[src/rtl/core/pkft_pkg.sv]
// Package for the port knock flow table: beat structs, slot layout, state codes,
// register indexes and the knock sequence step function.
// No dependencies; every other file of the block imports it.
`default_nettype none

package pkft_pkg;

    // Configuration register indexes and port widths
    localparam int unsigned CFG_IDX_W  = 2;
    localparam int unsigned CFG_DATA_W = 16;

    localparam logic [CFG_IDX_W-1:0] CFG_FIRST_PORT  = 2'd0;
    localparam logic [CFG_IDX_W-1:0] CFG_SECOND_PORT = 2'd1;
    localparam logic [CFG_IDX_W-1:0] CFG_THIRD_PORT  = 2'd2;

    localparam logic [15:0] FIRST_PORT_RST  = 16'd100;
    localparam logic [15:0] SECOND_PORT_RST = 16'd101;
    localparam logic [15:0] THIRD_PORT_RST  = 16'd102;

    typedef enum logic [1:0] {
        KS_CLOSED = 2'd0,
        KS_FIRST  = 2'd1,
        KS_SECOND = 2'd2,
        KS_OPEN   = 2'd3
    } t_knock;

    typedef struct packed {
        logic [31:0] source_address;
        logic [15:0] dest_port;
        logic        syn_flag;
        logic        fin_set;
    } t_in_item;

    typedef struct packed {
        logic       pass_verdict;
        logic       entry_hit;
        logic [1:0] knock_state_out;
        logic       insert_failed;
    } t_out_item;

    // One table slot as held in memory
    typedef struct packed {
        logic        vld;
        t_knock      ks;
        logic [31:0] key;
    } t_slot;

    typedef enum logic [2:0] {
        ST_CLEAR  = 3'd0,
        ST_IDLE   = 3'd1,
        ST_SCAN   = 3'd2,
        ST_DRAIN  = 3'd3,
        ST_UPDATE = 3'd4
    } t_state;

    typedef struct packed {
        logic clear_wr;   // write an empty slot at the sweep address
        logic accept;     // capture the input beat and restart the search
        logic scan_rd;    // read the slot at the sweep address
        logic commit;     // write back the slot and load the result
    } t_ctl_cmd;

    typedef struct packed {
        logic addr_last;  // sweep address is at the last slot
        logic out_busy;   // result register full and not drained this cycle
    } t_ctl_status;

    function automatic t_knock knock_advance(
        input t_knock      cur,
        input logic [15:0] port,
        input logic [15:0] p1,
        input logic [15:0] p2,
        input logic [15:0] p3
    );
        t_knock nxt;
        nxt = KS_CLOSED;
        case (cur)
            KS_CLOSED: if (port == p1) nxt = KS_FIRST;
            KS_FIRST:  if (port == p2) nxt = KS_SECOND;
            KS_SECOND: if (port == p3) nxt = KS_OPEN;
            default:   nxt = KS_CLOSED;
        endcase
        return nxt;
    endfunction

endpackage

`default_nettype wire

[src/rtl/core/pkft_ctrl.sv]
// Controller of the port knock flow table: clearing sweep, search, commit sequence.
// Depends on pkft_pkg for the state enum and the command and status structs.
`default_nettype none

module pkft_ctrl (
    input  wire                         i_clk,
    input  wire                         i_rst_n,
    input  wire                         i_in_valid,
    output logic                        o_in_ready,
    input  wire pkft_pkg::t_ctl_status  i_status,
    output pkft_pkg::t_ctl_cmd          o_cmd
);
    import pkft_pkg::*;

    t_state r_state;
    t_state n_state;

    always_ff @(posedge i_clk) begin
        if (!i_rst_n) begin
            r_state <= ST_CLEAR;
        end else begin
            r_state <= n_state;
        end
    end

    // Next state
    always_comb begin
        n_state = r_state;
        case (r_state)
            ST_CLEAR:  if (i_status.addr_last) n_state = ST_IDLE;
            ST_IDLE:   if (i_in_valid) n_state = ST_SCAN;
            ST_SCAN:   if (i_status.addr_last) n_state = ST_DRAIN;
            ST_DRAIN:  n_state = ST_UPDATE;
            ST_UPDATE: if (!i_status.out_busy) n_state = ST_IDLE;
            default:   n_state = ST_CLEAR;
        endcase
    end

    // Outputs
    always_comb begin
        o_cmd      = '0;
        o_in_ready = 1'b0;
        case (r_state)
            ST_CLEAR: begin
                o_cmd.clear_wr = 1'b1;
            end
            ST_IDLE: begin
                o_in_ready   = 1'b1;
                o_cmd.accept = i_in_valid;
            end
            ST_SCAN: begin
                o_cmd.scan_rd = 1'b1;
            end
            ST_DRAIN: begin
                o_cmd = '0;
            end
            ST_UPDATE: begin
                o_cmd.commit = !i_status.out_busy;
            end
            default: begin
                o_cmd = '0;
            end
        endcase
    end

endmodule

`default_nettype wire

[config.mk]
export PLATFORM = sky130hd
export DESIGN_NAME = pkft_ctrl
export DESIGN_NICKNAME = d
export VERILOG_FILES = /design/src/rtl/core/pkft_pkg.sv /design/src/rtl/core/pkft_ctrl.sv
export SDC_FILE = /design/constraint.sdc
export NUM_CORES = 1
export LEC_CHECK = 0
export CAP_MARGIN = 20
export CORE_AREA = 2 2 39 41
export DETAILED_ROUTE_END_ITERATION = 12
export DIE_AREA = 0 0 41 43
export DONT_BUFFER_PORTS = 1
export SLEW_MARGIN = 20
export SYNTH_ARGS = -nofsm -noshare
export SYNTH_HDL_FRONTEND = slang
export SYNTH_SLANG_ARGS = --single-unit
export TNS_END_PERCENT = 30
[constraint.sdc]
create_clock -name i_clk -period 0.94 [get_ports i_clk]
set_input_delay 0.282 -clock i_clk [delete_from_list [all_inputs] [get_ports i_clk]]
set_output_delay 0.282 -clock i_clk [all_outputs]
set_load 0.03 [all_outputs]
==> flow_summary_export.csv <==
group,metric,value,unit
status,status,"finished with violations",
status,violations,"negative setup slack",
layout,area_delta_synth_final,103,%
detailed_routing,via_count,197,
detailed_routing,drt_wl_total,660,um
yosys,syn-cell-area,188,sq um
detailed_routing,vias_per_cell,4.48,
layout,final_nets,34,
layout,final_common_cell,"buf_6",
hold_path,hold_path.class,"in2reg",
power_and_ir_drop,p_leak,0.137,nW
layout,drive_above_1_share,0.714,
power_and_ir_drop,pwr-share-seq,0.291,
setup_path,critPathRequiredTime,660,ps
detailed_routing,wl_per_cell,15.0,um
setup_path,worstSetupEndpointType,"output pin",
setup_path,crit_arrival,1050,ps
setup_path,r2r_slack,-120,ps
clock_network,clock_latency,240,ps
power_and_ir_drop,p_clk_frac,0.446,
timing,finalCriticalPeriod,1330,ps
layout,final_cells,44,
yosys,synth_cells,16,
detailed_routing,postRouteAntennaNets,0,
layout,n_antenna_cell,0,
layout,top_register,"r_state",
layout,layout_common_cells,"4 x buf_6, 3 x clkbuf_4, 3 x buf_4, 3 x dfxtp_4",
die,design.die.area,0.00176,sq mm
global_routing,grt_pass1_vias,238,
yosys,ys_warn_count,0,
power_and_ir_drop,pwr_density_cell,1370,mW/mm^2
timing,drv_slew,0,
timing,maxSlewHeadroom,0.838,
die,die_y,43,um
clock_network,cts_sinks,3,
global_routing,gr-total-overflow,0,
job,cap_violations,0,
yosys,postSynthAreaPerCell,11.7,sq um
timing,fin_ws,-393,ps
timing,hold_violations,0,
setup_path,critical_path.max_fanout,7,
placed_design,routabilityCongestion,0.687,
die,num_io_pins,10,
power_and_ir_drop,swShare,0.285,
placed_design,place_ws,-286,ps
clock_network,cts_tree,"yes",
clock_network,cts_made_buffers,3,
timing,fmax,750,MHz
global_routing,grt_usage,0.0932,
timing,rsz0062_at_grt,"true",
timing,min_period_over_period,1.42,
global_routing,grt_antenna_before_repair,0,
yosys,synth_fp_nets,21,
yosys,ys_ff_latch,3,
timing,worst_slew_pin_slew,242,ps
detailed_routing,drt_iter0_markers,3,
yosys,yosysUniqueCellTypes,13,
power_and_ir_drop,peakVddDrop,0.457,mV
global_routing,grt_pass1_wl,1030,um
global_routing,grt_max_degree,9,
die,std_cell_rows,14,
setup_path,cp-start-kind,"flop",
placed_design,port-buffer-count,0,
detailed_routing,drt_drc_violations_left,0,
setup_path,crit_type,"reg2out",
clock_network,postCtsHoldBufs,0,
yosys,seq_area_frac_synth,0.320,
layout,largest_reg_flops,3,
die,start_util,0.136,
layout,fill_cells,154,
die,die_x,41,um
clock_network,cts-root-buf,"clkbuf_4",
clock_network,cts_buffer_depth,2,
clock_network,htreeDepth,1,
die,core-area,0.00138,sq mm
placed_design,dp.cells,39,
clock_network,clkTransAtPathRegs,40,ps
power_and_ir_drop,finalPower,0.000521,W
timing,skew,8.74,ps
layout,top_regs,"r_state (3)",
power_and_ir_drop,combPwrFrac,0.263,
timing,setup_violations,7,
detailed_routing,dr.pass1.iters,2,
power_and_ir_drop,power.switching,0.000149,W
power_and_ir_drop,intPower,0.000372,W
-- metal layers --
| layer | part of all wire | vias to the layer above | GRT usage |
|---|---|---|---|
| li1 | - | 88 | - |
| met1 | 0.30 | 95 | 0.0735 |
| met2 | 0.52 | 12 | 0.141 |
| met3 | 0.16 | 2 | 0.0838 |
| met4 | 0.021 | 0 | 0.0600 |
| met5 | 0 | - | 0 |
-- area by class of cell --
type,count,area (sq um),area share
repair buffers,9,108,0.283
well taps,16,20.0,0.0526
flip-flops and latches,3,71.3,0.187
multi-input cells,12,155,0.408
clock buffers,4,26.3,0.0691
-- cell usage after synthesis --
library cell | n | area [sq um]
nor4b_4 | 1 | 23.8
nand3b_1 | 1 | 7.51
nand4bb_1 | 1 | 11.3
nor3_1 | 1 | 5.00
o31a_1 | 1 | 8.76
and4bb_1 | 1 | 12.5
buf_4 | 1 | 7.51
o21a_1 | 1 | 7.51
dfxtp_1 | 3 | 60.1
nor4b_1 | 1 | 8.76
nor3b_1 | 2 | 15.0
nor3b_2 | 1 | 12.5
a21boi_1 | 1 | 7.51
-- stage by stage --
step	cell area [sq um]	setup TNS (ps)	util	hold WS (ps)
CTS	367	-2180	0.265	152
finish	380	-2150	0.275	157
floorplan	225	-1090	-	400
global route	380	-2500	0.275	140
global placement	319	-1220	0.231	404
detailed placement	319	-1520	0.231	407
-- worst max-delay path, cell delays in order, from the launching register on --
cell	delay, ps
dfxtp_4	380
nor4b_4	270
buf_6	170
-- cells by family after synthesis --
family,after synthesis,synth area share
AO/OA/AOI/OAI,3,0.127
buffers and inverters,1,0.0400
flip-flops,3,0.320
AND/OR/NAND/NOR,9,0.513
-- final timing paths --
| path | start | endpoint | cells past startpoint |
|---|---|---|---|
| worst min-delay path | i_rst_n | r_state[1] | 1 |
| worst max-delay path | r_state[1] | o_cmd[0] | 2 |
| worst max register to register | r_state[1] | r_state[0] | 3 |
| worst min register to register | r_state[0] | r_state[2] | 2 |
-- power by group through the flow --
stage / clock network, W / logic [W] / registers (W)
2_1_floorplan: 0 / 0.0000796 / 0.000145
3_3_place_gp: 0 / 0.000123 / 0.000151
3_5_place_dp: 0 / 0.000127 / 0.000154
4_1_cts: 0.000241 / 0.000133 / 0.000151
5_1_grt: 0.000260 / 0.000145 / 0.000154
6_report: 0.000232 / 0.000137 / 0.000152
-- timing repair --
| item | CTS | global route |
|---|---|---|
| setup buffers | 0 | 1 |
| endpoints found under the setup margin | 7 | 7 |
| cloned | 0 | 0 |
| pin swaps | 0 | 1 |
| endpoints found under the hold margin | 0 | 0 |
| resized for setup | 7 | 1 |
(Power assumes the default switching activity.)
